$ cat src/rtl/cbz_pkg.sv
// Shared types and constants for the cubic Bezier curve generator.
// Used by every module of the block; depends on nothing else.
package cbz_pkg;

  // Coordinate and curve resolution.
  localparam int COORD_BITS   = 10;
  localparam int SEG_W        = 3;
  localparam int MAX_SEG_LOG2 = 5;

  // Curve index k runs 0..N with N at most 2^MAX_SEG_LOG2.
  localparam int K_W    = MAX_SEG_LOG2 + 1;
  // Squares and cross products of k and N-k.
  localparam int SQ_W   = 2 * MAX_SEG_LOG2 + 1;
  // Bernstein weights scaled by N^3, each at most 2^(3*MAX_SEG_LOG2).
  localparam int W_W    = 3 * MAX_SEG_LOG2 + 1;
  localparam int PROD_W = W_W + COORD_BITS;
  localparam int ACC_W  = PROD_W + 2;
  localparam int SH_W   = 4;

  // Configuration port.
  localparam int CFG_ADDR_W = 3;
  localparam int CFG_DATA_W = 32;
  localparam logic [SEG_W-1:0]      SEG_RESET    = SEG_W'(5);
  localparam logic [COORD_BITS-1:0] HEIGHT_RESET = COORD_BITS'(600);

  // Depth of the curve job queue between front and back.
  localparam int JQ_DEPTH = 2;

  // Register indexes, taken from paddr[2].
  typedef enum logic {
    REG_SEGMENTS = 1'b0,
    REG_HEIGHT   = 1'b1
  } reg_idx_t;

  // Back-end sequencer states.
  typedef enum logic {
    SEQ_IDLE,
    SEQ_RUN
  } seq_state_t;

  typedef struct packed {
    logic [COORD_BITS-1:0] x;
    logic [COORD_BITS-1:0] y;
  } point_t;

  // One curve to evaluate: four control points and the clamped segment count.
  typedef struct packed {
    logic [SEG_W-1:0] s;
    point_t [3:0]     pts;
  } job_t;

endpackage

$ cat src/rtl/cbz_front.sv
// Front end: configuration registers and control point collection.
// Depends on cbz_pkg; hands finished curve jobs to cbz_jobq.
module cbz_front (
  input  logic                             clk,
  input  logic                             rst_n,
  input  logic                             psel,
  input  logic                             penable,
  input  logic                             pwrite,
  input  logic [cbz_pkg::CFG_ADDR_W-1:0]   paddr,
  input  logic [cbz_pkg::CFG_DATA_W-1:0]   pwdata,
  output logic [cbz_pkg::CFG_DATA_W-1:0]   prdata,
  output logic                             pready,
  input  logic                             push,
  output logic                             full,
  input  logic                             in_press,
  input  logic [cbz_pkg::COORD_BITS-1:0]   in_click_x,
  input  logic [cbz_pkg::COORD_BITS-1:0]   in_click_y,
  input  logic                             jq_full,
  output logic                             jq_push,
  output cbz_pkg::job_t                    jq_job
);
  import cbz_pkg::*;

  logic [SEG_W-1:0]      seg_r, seg_nxt;
  logic [COORD_BITS-1:0] height_r, height_nxt;
  logic [1:0]            held_r, held_nxt;
  point_t                cp_r [0:2];
  point_t                pt_new;
  logic                  cfg_wr;
  reg_idx_t              reg_idx;
  logic                  take;
  logic [SEG_W-1:0]      seg_clamped;

  assign pready  = 1'b1;
  assign reg_idx = reg_idx_t'(paddr[2]);
  assign cfg_wr  = psel && penable && pwrite;

  // Register write decode.
  always_comb begin
    seg_nxt    = seg_r;
    height_nxt = height_r;
    if (cfg_wr) begin
      case (reg_idx)
        REG_SEGMENTS: seg_nxt    = pwdata[SEG_W-1:0];
        REG_HEIGHT:   height_nxt = pwdata[COORD_BITS-1:0];
        default:      seg_nxt    = seg_r;
      endcase
    end
  end

  // Register read mux.
  always_comb begin
    case (reg_idx)
      REG_SEGMENTS: prdata = {{(CFG_DATA_W-SEG_W){1'b0}}, seg_r};
      REG_HEIGHT:   prdata = {{(CFG_DATA_W-COORD_BITS){1'b0}}, height_r};
      default:      prdata = '0;
    endcase
  end

  // A beat is taken whenever the job queue has room for a finished curve.
  assign full = jq_full;
  assign take = push && !full && in_press;

  // Flip y to bottom-up, saturating at zero.
  always_comb begin
    pt_new.x = in_click_x;
    pt_new.y = (height_r > in_click_y) ? (height_r - in_click_y) : '0;
  end

  assign held_nxt    = take ? (held_r + 2'd1) : held_r;
  assign seg_clamped = (seg_r > SEG_W'(MAX_SEG_LOG2)) ? SEG_W'(MAX_SEG_LOG2) : seg_r;

  // The fourth press completes a job.
  always_comb begin
    jq_push    = take && (held_r == 2'd3);
    jq_job.s   = seg_clamped;
    jq_job.pts = {pt_new, cp_r[2], cp_r[1], cp_r[0]};
  end

  // Control registers.
  always_ff @(posedge clk) begin
    if (!rst_n) begin
      seg_r    <= SEG_RESET;
      height_r <= HEIGHT_RESET;
      held_r   <= 2'd0;
    end else begin
      seg_r    <= seg_nxt;
      height_r <= height_nxt;
      held_r   <= held_nxt;
    end
  end

  // Control point store for the first three presses.
  always_ff @(posedge clk) begin
    if (take && (held_r != 2'd3)) begin
      cp_r[held_r] <= pt_new;
    end
  end

endmodule

$ cat src/rtl/cbz_jobq.sv
// Short queue of curve jobs between the front and back ends.
// Depends on cbz_pkg for the job type.
module cbz_jobq #(
  parameter int Depth = cbz_pkg::JQ_DEPTH
) (
  input  logic          clk,
  input  logic          rst_n,
  input  logic          push,
  input  cbz_pkg::job_t push_job,
  output logic          full,
  input  logic          pop,
  output cbz_pkg::job_t pop_job,
  output logic          empty
);
  import cbz_pkg::*;

  localparam int PTR_W = (Depth > 1) ? $clog2(Depth) : 1;
  localparam int CNT_W = $clog2(Depth + 1);

  job_t             mem_r [0:Depth-1];
  logic [PTR_W-1:0] wr_ptr_r, wr_ptr_nxt;
  logic [PTR_W-1:0] rd_ptr_r, rd_ptr_nxt;
  logic [CNT_W-1:0] cnt_r, cnt_nxt;
  logic             do_push, do_pop;

  assign full    = (cnt_r == CNT_W'(Depth));
  assign empty   = (cnt_r == '0);
  assign do_push = push && !full;
  assign do_pop  = pop && !empty;
  assign pop_job = mem_r[rd_ptr_r];

  // Pointer and count updates with wrap at the queue depth.
  always_comb begin
    wr_ptr_nxt = wr_ptr_r;
    rd_ptr_nxt = rd_ptr_r;
    cnt_nxt    = cnt_r;
    if (do_push) begin
      wr_ptr_nxt = (wr_ptr_r == PTR_W'(Depth - 1)) ? '0 : wr_ptr_r + 1'b1;
    end
    if (do_pop) begin
      rd_ptr_nxt = (rd_ptr_r == PTR_W'(Depth - 1)) ? '0 : rd_ptr_r + 1'b1;
    end
    if (do_push && !do_pop) begin
      cnt_nxt = cnt_r + 1'b1;
    end else if (do_pop && !do_push) begin
      cnt_nxt = cnt_r - 1'b1;
    end
  end

  always_ff @(posedge clk) begin
    if (!rst_n) begin
      wr_ptr_r <= '0;
      rd_ptr_r <= '0;
      cnt_r    <= '0;
    end else begin
      wr_ptr_r <= wr_ptr_nxt;
      rd_ptr_r <= rd_ptr_nxt;
      cnt_r    <= cnt_nxt;
    end
  end

  // Job storage.
  always_ff @(posedge clk) begin
    if (do_push) begin
      mem_r[wr_ptr_r] <= push_job;
    end
  end

endmodule

$ cat src/rtl/cbz_back.sv
// Back end: steps k over one curve and evaluates the Bernstein form in a
// four-stage pipeline ending in the result register. Depends on cbz_pkg.
module cbz_back (
  input  logic                           clk,
  input  logic                           rst_n,
  input  logic                           jq_empty,
  input  cbz_pkg::job_t                  jq_job,
  output logic                           jq_pop,
  input  logic                           pop,
  output logic                           empty,
  output logic [cbz_pkg::COORD_BITS-1:0] out_curve_x,
  output logic [cbz_pkg::COORD_BITS-1:0] out_curve_y,
  output logic                           out_last_point
);
  import cbz_pkg::*;

  localparam int M_W = SQ_W + K_W;

  typedef struct packed {
    logic             last;
    logic [SEG_W-1:0] s;
    point_t [3:0]     pts;
    logic [K_W-1:0]   tk;
    logic [K_W-1:0]   uk;
    logic [SQ_W-1:0]  tt;
    logic [SQ_W-1:0]  uu;
    logic [SQ_W-1:0]  tu;
  } s1_t;

  typedef struct packed {
    logic                  last;
    logic [SEG_W-1:0]      s;
    point_t [3:0]          pts;
    logic [3:0][W_W-1:0]   w;
  } s2_t;

  typedef struct packed {
    logic                   last;
    logic [SEG_W-1:0]       s;
    logic [3:0][PROD_W-1:0] px;
    logic [3:0][PROD_W-1:0] py;
  } s3_t;

  seq_state_t            state_r, state_nxt;
  job_t                  job_r;
  logic [K_W-1:0]        k_r, k_nxt;
  logic [K_W-1:0]        n_w;
  logic                  issue;
  logic                  adv;

  s1_t                   s1_r, s1_nxt;
  s2_t                   s2_r, s2_nxt;
  s3_t                   s3_r, s3_nxt;
  logic                  s1_v_r, s2_v_r, s3_v_r, out_v_r;
  logic [COORD_BITS-1:0] curve_x_r, curve_x_nxt;
  logic [COORD_BITS-1:0] curve_y_r, curve_y_nxt;
  logic                  last_r;

  logic [M_W-1:0]        m_uuu, m_tuu, m_tut, m_ttt;
  logic [M_W:0]          m_tuu3, m_tut3;
  logic [ACC_W-1:0]      acc_x, acc_y, sh_x, sh_y;
  logic [SH_W-1:0]       sh;

  // The whole pipeline moves unless a result is held in the output register and not popped.
  assign adv   = !out_v_r || pop;
  assign empty = !out_v_r;
  assign n_w   = {{(K_W-1){1'b0}}, 1'b1} << job_r.s;

  // Sequencer next state.
  always_comb begin
    state_nxt = state_r;
    case (state_r)
      SEQ_IDLE: if (!jq_empty) state_nxt = SEQ_RUN;
      SEQ_RUN:  if (adv && (k_r == n_w)) state_nxt = SEQ_IDLE;
      default:  state_nxt = SEQ_IDLE;
    endcase
  end

  // Sequencer outputs.
  always_comb begin
    jq_pop = 1'b0;
    issue  = 1'b0;
    case (state_r)
      SEQ_IDLE: jq_pop = !jq_empty;
      SEQ_RUN:  issue  = adv;
      default:  jq_pop = 1'b0;
    endcase
  end

  always_comb begin
    k_nxt = k_r;
    if (jq_pop) begin
      k_nxt = '0;
    end else if (issue) begin
      k_nxt = k_r + 1'b1;
    end
  end

  // Stage 1: t and 1-t scaled by N, their squares and cross product.
  always_comb begin
    s1_nxt.last = (k_r == n_w);
    s1_nxt.s    = job_r.s;
    s1_nxt.pts  = job_r.pts;
    s1_nxt.tk   = k_r;
    s1_nxt.uk   = n_w - k_r;
    s1_nxt.tt   = SQ_W'(k_r) * SQ_W'(k_r);
    s1_nxt.uu   = SQ_W'(s1_nxt.uk) * SQ_W'(s1_nxt.uk);
    s1_nxt.tu   = SQ_W'(k_r) * SQ_W'(s1_nxt.uk);
  end

  // Stage 2: the four Bernstein weights scaled by N^3.
  assign m_uuu  = s1_r.uu * s1_r.uk;
  assign m_tuu  = s1_r.tu * s1_r.uk;
  assign m_tut  = s1_r.tu * s1_r.tk;
  assign m_ttt  = s1_r.tt * s1_r.tk;
  assign m_tuu3 = {m_tuu, 1'b0} + {1'b0, m_tuu};
  assign m_tut3 = {m_tut, 1'b0} + {1'b0, m_tut};

  always_comb begin
    s2_nxt.last = s1_r.last;
    s2_nxt.s    = s1_r.s;
    s2_nxt.pts  = s1_r.pts;
    s2_nxt.w[0] = m_uuu[W_W-1:0];
    s2_nxt.w[1] = m_tuu3[W_W-1:0];
    s2_nxt.w[2] = m_tut3[W_W-1:0];
    s2_nxt.w[3] = m_ttt[W_W-1:0];
  end

  // Stage 3: weight each control point coordinate.
  always_comb begin
    s3_nxt.last = s2_r.last;
    s3_nxt.s    = s2_r.s;
    for (int i = 0; i < 4; i++) begin
      s3_nxt.px[i] = s2_r.w[i] * s2_r.pts[i].x;
      s3_nxt.py[i] = s2_r.w[i] * s2_r.pts[i].y;
    end
  end

  // Stage 4: sum, divide by N^3 and floor.
  assign acc_x = {2'b00, s3_r.px[0]} + {2'b00, s3_r.px[1]}
               + {2'b00, s3_r.px[2]} + {2'b00, s3_r.px[3]};
  assign acc_y = {2'b00, s3_r.py[0]} + {2'b00, s3_r.py[1]}
               + {2'b00, s3_r.py[2]} + {2'b00, s3_r.py[3]};
  assign sh    = {s3_r.s, 1'b0} + {1'b0, s3_r.s};
  assign sh_x  = acc_x >> sh;
  assign sh_y  = acc_y >> sh;
  assign curve_x_nxt = sh_x[COORD_BITS-1:0];
  assign curve_y_nxt = sh_y[COORD_BITS-1:0];

  // Control registers.
  always_ff @(posedge clk) begin
    if (!rst_n) begin
      state_r <= SEQ_IDLE;
      k_r     <= '0;
      s1_v_r  <= 1'b0;
      s2_v_r  <= 1'b0;
      s3_v_r  <= 1'b0;
      out_v_r <= 1'b0;
    end else begin
      state_r <= state_nxt;
      k_r     <= k_nxt;
      if (adv) begin
        s1_v_r  <= issue;
        s2_v_r  <= s1_v_r;
        s3_v_r  <= s2_v_r;
        out_v_r <= s3_v_r;
      end
    end
  end

  // Job and pipeline payload.
  always_ff @(posedge clk) begin
    if (jq_pop) begin
      job_r <= jq_job;
    end
    if (adv) begin
      s1_r      <= s1_nxt;
      s2_r      <= s2_nxt;
      s3_r      <= s3_nxt;
      curve_x_r <= curve_x_nxt;
      curve_y_r <= curve_y_nxt;
      last_r    <= s3_r.last;
    end
  end

  assign out_curve_x    = curve_x_r;
  assign out_curve_y    = curve_y_r;
  assign out_last_point = last_r;

endmodule

$ cat src/rtl/cubic_bezier_curve_generator_unit.sv
// Top level of the cubic Bezier curve generator.
// Instantiates cbz_front, cbz_jobq and cbz_back; depends on cbz_pkg.
//
// Usage:
//   Input queue: push with in_press, in_click_x and in_click_y; a beat is
//   taken when push is high and full is low. Release beats are dropped.
//   Every fourth press completes a curve; its y values are flipped against
//   window_height and saturated at zero.
//   Result queue: while empty is low, out_curve_x, out_curve_y and
//   out_last_point show the oldest point; pop takes it. A curve gives
//   2^segments_log2 + 1 points with segments_log2 clamped to 5, the last one marked.
//   Configuration: APB-style port, segments_log2 at byte 0 and
//   window_height at byte 4; write only while the block is idle.
//   Timing: a completed job passes through the job queue; the back-end
//   sequencer loads it and issues its points into the evaluation pipeline.
//   Points leave one per cycle while the receiver pops, with a job load between curves.
//   The job queue holds JobqDepth curves; full rises only when it is full.
//   When the receiver stalls, the evaluation pipeline freezes in place and
//   the front keeps taking presses until the job queue fills.
//   Reset clears the point count, the queues and restores the registers.
module cubic_bezier_curve_generator_unit #(
  parameter int JobqDepth = cbz_pkg::JQ_DEPTH
) (
  input  logic                           clk,
  input  logic                           rst_n,
  input  logic                           psel,
  input  logic                           penable,
  input  logic                           pwrite,
  input  logic [cbz_pkg::CFG_ADDR_W-1:0] paddr,
  input  logic [cbz_pkg::CFG_DATA_W-1:0] pwdata,
  output logic [cbz_pkg::CFG_DATA_W-1:0] prdata,
  output logic                           pready,
  input  logic                           push,
  output logic                           full,
  input  logic                           in_press,
  input  logic [cbz_pkg::COORD_BITS-1:0] in_click_x,
  input  logic [cbz_pkg::COORD_BITS-1:0] in_click_y,
  output logic                           empty,
  input  logic                           pop,
  output logic [cbz_pkg::COORD_BITS-1:0] out_curve_x,
  output logic [cbz_pkg::COORD_BITS-1:0] out_curve_y,
  output logic                           out_last_point
);
  import cbz_pkg::*;

  logic jq_full, jq_push, jq_empty, jq_pop;
  job_t jq_in_job, jq_out_job;

  // Collection and configuration.
  cbz_front u_front (
    .clk        (clk),
    .rst_n      (rst_n),
    .psel       (psel),
    .penable    (penable),
    .pwrite     (pwrite),
    .paddr      (paddr),
    .pwdata     (pwdata),
    .prdata     (prdata),
    .pready     (pready),
    .push       (push),
    .full       (full),
    .in_press   (in_press),
    .in_click_x (in_click_x),
    .in_click_y (in_click_y),
    .jq_full    (jq_full),
    .jq_push    (jq_push),
    .jq_job     (jq_in_job)
  );

  // Curve jobs waiting for evaluation.
  cbz_jobq #(
    .Depth (JobqDepth)
  ) u_jobq (
    .clk      (clk),
    .rst_n    (rst_n),
    .push     (jq_push),
    .push_job (jq_in_job),
    .full     (jq_full),
    .pop      (jq_pop),
    .pop_job  (jq_out_job),
    .empty    (jq_empty)
  );

  // Curve evaluation.
  cbz_back u_back (
    .clk            (clk),
    .rst_n          (rst_n),
    .jq_empty       (jq_empty),
    .jq_job         (jq_out_job),
    .jq_pop         (jq_pop),
    .pop            (pop),
    .empty          (empty),
    .out_curve_x    (out_curve_x),
    .out_curve_y    (out_curve_y),
    .out_last_point (out_last_point)
  );

endmodule

$ cat config.mk
export PLATFORM = sky130hd
export DESIGN_NAME = cubic_bezier_curve_generator_unit
export DESIGN_NICKNAME = d
export VERILOG_FILES = /design/src/rtl/cbz_pkg.sv /design/src/rtl/cbz_front.sv /design/src/rtl/cbz_jobq.sv /design/src/rtl/cbz_back.sv /design/src/rtl/cubic_bezier_curve_generator_unit.sv
export SDC_FILE = /design/constraint.sdc
export NUM_CORES = 2
export LEC_CHECK = 0
export BUFFER_PORTS_ARGS = -buffer_cell sky130_fd_sc_hd__buf_4
export CAP_MARGIN = 20
export CORE_MARGIN = 2
export CORE_UTILIZATION = 55
export CTS_BUF_LIST = sky130_fd_sc_hd__clkbuf_16
export DETAILED_ROUTE_END_ITERATION = 16
export PLACE_DENSITY = 0.78
export SKIP_CTS_REPAIR_TIMING = 1
export SYNTH_ARGS = -nofsm -noshare
export SYNTH_HDL_FRONTEND = slang
export SYNTH_SLANG_ARGS = --single-unit
$ cat constraint.sdc
create_clock -name clk -period 17.5 [get_ports clk]
set_input_delay 0.875 -clock clk [delete_from_list [all_inputs] [get_ports clk]]
set_output_delay 0.875 -clock clk [all_outputs]
set_load 0.005 [all_outputs]
* After elaboration in Yosys (flattened, before gate mapping) *
Memories as Yosys holds them, arrays and structs flattened. A register that Yosys moved wholly into a read port is not among the register bits.
Cells that the tools add are included.

operators by class
  magnitude comparators = 2
  multipliers = 15
  bitwise operators = 3
  reductions and logical operators = 22
  mux-type cells = 16
  add/sub/neg operators = 17
  equal/unequal tests = 4
  shifts and indexed selects = 3

operators by type and width
  kind                                                               number
  16-bit by 10-bit multiplier with 26-bit output                     8
  28-bit by 26-bit adder with 28-bit output                          4
  11-bit by 6-bit multiplier with 16-bit output                      4
  32-bit one-hot mux with 2 select lines                             1
  28-bit by 4-bit >> shifter with 10-bit output                      2
  26-bit by 26-bit adder with 27-bit output                          2
  6-bit by 6-bit multiplier with 11-bit output                       3
  16-bit adder                                                       2
  1-bit logical AND                                                  11
  10-bit greater-than comparator                                     1
  1-bit 2-to-1 mux                                                   10
  10-bit 2-to-1 mux                                                  1
  10-bit subtractor                                                  1
  6-bit by 1-bit adder with 6-bit output, second input constant      1
  6-bit equality test                                                1
  1-bit by 3-bit << shifter with 6-bit output, first input constant  1
  6-bit subtractor                                                   1
  1-bit logical NOT                                                  5
  2-bit by 1-bit adder with 2-bit output, second input constant      2
  4-bit by 3-bit adder with 4-bit output                             1
  2-bit equality test, second input constant                         2
  2-bit 2-to-1 mux                                                   2
  2-bit AND reduction                                                2
  3-bit greater-than comparator, second input constant               1
  10 further kinds                                                   13

storage, ports and cells
  RAM bits = 226
  bits in registers = 540
  output and inout bits = 56
  logic and storage cells = 138
  input port bits = 63
  memories = 2

memory list
  name          words  bits a word  rd ports  clocked after Yosys merged registers in  wr ports  line             text
  u_jobq.mem_r  2      83           1         1                                        1         cbz_jobq.sv:20   job_t mem_r [0:Depth-1];
  u_front.cp_r  3      20           3         0                                        1         cbz_front.sv:27  point_t cp_r [0:2];

* Depth between registers and ports, before layout *
  depth in word-level cells = 10
  depth in mapped cells = 25
  gate-level depth less buffers = 25

* Hierarchy *
From an unflattened synthesis, not the netlist that was laid out.

unflattened totals
  cell total of the unflattened synthesis = 7829
  area total of the unflattened synthesis = 83825.4 sq um

by module, submodules not included
  module     cells an instance  sequential area each (sq um)  area an instance (sq um)  instances
  cbz_back   7284               17666.9                       74242.5                   1
  cbz_jobq   283                5084.9                        6216.0                    1
  cbz_front  262                2102.0                        3367.0                    1

* Worst setup path before layout *
OpenSTA, ideal clock, no wires.

  path kind = input to register
  from = input pop
  to = register u_back.k_r[5]
  data required time = 17.381 ns
  library setup time = 0.119 ns
  cell stages on the path = 7
  path buffers = 0
  arrival = 12.564 ns
  setup slack = 4.818 ns
  path through = nor2_1 -> inv_1 -> nand2_1 -> or3_1 -> or3_1 -> xor2_1 -> nor2_1

on the way
  longest elaborated chain between the ends = 2

ends and longest elaborated chain
  what                    line                                     text
  start: declaration      cubic_bezier_curve_generator_unit.sv:39  input logic pop,
  1-bit logical OR        cbz_back.sv:65                           assign adv = !out_v_r || pop;
  named net u_back.adv    cbz_back.sv:49                           logic adv;
  1-bit 2-to-1 mux        cbz_back.sv:83                           case (state_r)
  end signal: assignment  cbz_back.sv:161                          k_r <= k_nxt;
  end: declaration        cbz_back.sv:46                           logic [K_W-1:0] k_r, k_nxt;

The timed path passes the listed nets, and every way through them passes these cells.
A chain may end at the register's enable or synchronous reset.

* Final worst setup path *
  from = register u_back.s3_r[1] (netlist bit)
  to = register u_back.curve_y_r[8], in the netlist u_back.out_curve_y[8], data pin

on the way
  longest elaborated chain between the ends = 4

ends and longest elaborated chain
  what                                                    line             text
  start: declaration                                      cbz_back.sv:53   s3_t s3_r, s3_nxt;
  start signal: assignment                                cbz_back.sv:179  s3_r <= s3_nxt;
  26-bit by 26-bit adder with 27-bit output               cbz_back.sv:142  assign acc_y = {2'b00, s3_r.py[0]} + {2'b00, s3_r.py[1]}
  28-bit by 26-bit adder with 28-bit output (2 in a row)  cbz_back.sv:143  + {2'b00, s3_r.py[2]} + {2'b00, s3_r.py[3]};
  28-bit by 4-bit >> shifter with 10-bit output           cbz_back.sv:146  assign sh_y = acc_y >> sh;
  named net u_back.sh_y[8]                                cbz_back.sv:61   logic [ACC_W-1:0] acc_x, acc_y, sh_x, sh_y;
  end signal: assignment                                  cbz_back.sv:181  curve_y_r <= curve_y_nxt;
  end: declaration                                        cbz_back.sv:56   logic [COORD_BITS-1:0] curve_y_r, curve_y_nxt;

The timed path passes the listed nets, and every way through them passes these cells.

==> results.sh <==
export IMPL_crit_required_ns=17.96
export IMPL_status="finished clean"
export IMPL_rows=144
export IMPL_antenna_found_initial=7
export IMPL_start_util_pct=55.3
export IMPL_slew_viol_final=0
export IMPL_fin_worst_skew_ns=0.0764
export IMPL_maxSlewHeadroom_pct=19.5
export IMPL_critPathLaunchType="flip-flop"
export IMPL_r2r_start="u_back.s3_r[1]$_DFFE_PN_"
export IMPL_min_delay_path_depth=3
export IMPL_wire_per_inst_um=19.0
export IMPL_first_pass_iters=6
export IMPL_final_common_cell="inv_1"
export IMPL_cts_max_path_buffers=3
export IMPL_cts_max_level=3
export IMPL_synthToLayoutAreaGrowth_pct=6.32
export IMPL_fill_cells=12500
export IMPL_synthArstFlopShare_pct=0
export IMPL_cts_num_sinks=837
export IMPL_cts_tree="yes"
export IMPL_reg2reg_to="u_back.out_curve_y[8]$_DFFE_PN_"
export IMPL_synth_xor_area_share_pct=4.10
export IMPL_gp_congestion=0.899
export IMPL_grtUsageTotal_pct=25.4
export IMPL_synth_top_area_share_pct=28.5
export IMPL_syn_inst=8199
export IMPL_crit_type="reg2reg"
export IMPL_setup_viol=0
export IMPL_grt_max_degree=165
export IMPL_clock_latency_ns=0.75
export IMPL_r2r_cells=22
export IMPL_synth_compound_area_share_pct=6.36
export IMPL_wl_um=195000
export IMPL_max_freq_mhz=139
export IMPL_grt_overflow_total=0
export IMPL_finalHoldViolations=0
export IMPL_yosys_area_share_simple_pct=13.6
export IMPL_route_detailed_drc=0
export IMPL_layout_common_cells="inv_1 (1477), fa_1 (1097), nand2_1 (1005)"
export IMPL_max_slew_worst_pin_slew_ns=1.21
export IMPL_synth_top_area_cell="edfxtp_1"
export IMPL_hpwl_um=149000
export IMPL_grt_setup_unrepaired="false"
export IMPL_coreArea_um2=154000
export IMPL_numPortBuffers=71
export IMPL_final_antenna_net_count=0
export IMPL_die_area_um2=158000
export IMPL_ys_flop_type="edfxtp_1"
export IMPL_syn_area_um2=85100
export IMPL_fp_dieH_um=397
export IMPL_hp_start="pwdata[6]"
export IMPL_synth_adder_area_share_pct=36.8
export IMPL_fin_crit_sh_pct=41.0
export IMPL_finalSetupTns_ns=0
export IMPL_synth_top_family_by_area="adder cells"
export IMPL_preCtsSetupSlack_ns=10.56
export IMPL_critPathMaxFanout=5
export IMPL_drive_gt1_share_pct=4.82
export IMPL_holdPathEnd="u_front.height_r[6]$_SDFFE_PN1P_"
export IMPL_ys_seq_area_share_pct=29.2
export IMPL_ff_latch_area_um2=24800
export IMPL_root_buffer="clkbuf_16"
export IMPL_yosysWarningCount=0
export IMPL_multiInputGateArea_um2=53600
export IMPL_min_period_ns=7.17
export IMPL_reg2reg_setup_slack_ns=10.33
export IMPL_drtIter0Drc=4465
export IMPL_maxCapViolCount=0
export IMPL_clk_pin_slew_ns=0.06
export IMPL_numCtsBuffers=88
export IMPL_viasPerCell=5.59
export IMPL_hold_class="in2reg"
export IMPL_fin_nets=10000
export IMPL_avgSynthCellArea_um2=10.4
export IMPL_layout_setup_ws_ns=10.33
export IMPL_die_w_um=397
export IMPL_ios=119
export IMPL_grt_pass1_wl_um=317000
export IMPL_synth_cell_types=81
export IMPL_first_global_vias=59800
export IMPL_vias=57200
export IMPL_critPathCaptureType="flip-flop"
export IMPL_ys_top_cells_by_area="edfxtp_1 (28%), fa_1 (26%), ha_1 (11%)"
export IMPL_critical_path_arrival_ns=7.64
export IMPL_synth_seq_cells=837
export IMPL_synth_mux_area_share_pct=1.91
export IMPL_synth_edf_count=807
[cells in the mapped netlist, drive strengths merged (6+ instances only)]
cell type	number
a41o	6
xor2	99
xnor2	294
nor3b	9
o31ai	17
nand2	1005
a31oi	30
a211oi	34
o21bai	45
a211o	12
mux2i	32
nor2b	46
nand3	53
edfxtp	807
o21a	58
nor3	87
ha	751
mux2	90
o31a	9
and3	31
a21oi	253
and2	776
dfxtp	30
a21boi	34
nand2b	32
o211ai	17
inv	1469
o21ai	119
o41ai	13
nor2	244
nor4	9
or3	27
or2	13
mux4	13
a2111oi	13
clkbuf	294
a21o	93
nand4	9
buf	32
fa	1097
a41oi	6
[metal layers]
metal / routed length [µm] / global-route usage [%] / part of all wire, %
met3: 13800 / 3.78 / 7.1
met5: 30 / 0 / 0.015
met1: 80800 / 34.3 / 41
met4: 8110 / 9.78 / 4.2
met2: 92100 / 41.6 / 47
[cell families after synthesis]
| group | after synthesis |
|---|---|
| AO/OA/AOI/OAI | 820 |
| AND/OR/NAND/NOR | 2365 |
| adder cells (fa/ha/maj) | 1848 |
| XOR/XNOR | 395 |
| buffers and inverters | 1797 |
| other | 2 |
| multiplexers | 135 |
| flip-flops | 837 |
[critical path, stage by stage (launching register included)]
cell and delay, ns:
edfxtp_1 0.47, ha_1 0.33, a21o_1 0.16, a21oi_1 0.23
nor2b_1 0.09, o21a_1 0.19, o41ai_1 0.62, o21bai_1 0.31
a21o_1 0.24, a21oi_1 0.24, o21ai_0 0.16, xnor2_1 0.18
fa_1 0.50, inv_1 0.05, ha_1 0.39, nand3_1 0.17
or2_2 0.37, a211oi_1 0.62, o21a_1 0.29, nor3_1 0.08
a2111oi_0 0.72, a2111oi_0 0.19, a211o_1 0.32
[stage by stage]
| step | hold WS (ns) | instances | util, % | cell area [µm²] |
|---|---|---|---|---|
| after floorplan | 0.400 | 8224 | - | 85200 |
| after global placement | 0.401 | 10100 | 56.8 | 87500 |
| after detailed placement | 0.405 | 10100 | 56.9 | 87500 |
| after CTS | 0.295 | 10200 | 58.8 | 90500 |
| after global routing | 0.323 | 10200 | 58.8 | 90500 |
| final | 0.335 | 10200 | 58.8 | 90500 |
[state kept, by name (all words and copies together) (netlist names), 2 cells and up]
register            cells
u_front.held_r          2
u_back.k_r              6
u_front.height_r       10
u_back.out_curve_y     10
u_back.s1_r           125
u_back.out_curve_x     10
u_front.cp_r           60
u_back.s2_r           148
u_back.job_r           83
u_front.seg_r           3
u_jobq.mem_r          166
u_back.s3_r           204
u_jobq.cnt_r            2
[how the worst max path moves through the flow]
stage	from	to	slack [ns]	depth (start not counted)
5_1_grt	u_back.s3_r[1]$_DFFE_PN_	u_back.out_curve_y[8]$_DFFE_PN_	10.20	22
6_report	u_back.s3_r[1]$_DFFE_PN_	u_back.out_curve_y[8]$_DFFE_PN_	10.33	22
3_5_place_dp	u_back.s3_r[1]$_DFFE_PN_	u_back.out_curve_y[8]$_DFFE_PN_	10.56	22
4_1_cts	u_back.s3_r[1]$_DFFE_PN_	u_back.out_curve_y[8]$_DFFE_PN_	10.54	22
3_3_place_gp	u_back.s3_r[1]$_DFFE_PN_	u_back.out_curve_y[8]$_DFFE_PN_	10.75	22
2_1_floorplan	pop	u_back.k_r[5]$_SDFFE_PP0P_	4.82	7
[cell type report]
type	instances	area share, %
sequential	837	27.4
antenna	1	0.00276
multi-input combinational	5590	59.2
inverter	1471	6.11
tap	2044	2.83
timing repair buffer	129	1.15
clock buffer	88	2.43
clock inverter	75	0.839
Power is not shown: default switching activity piles up to over one toggle a cycle in this logic, so the estimate is an artifact.
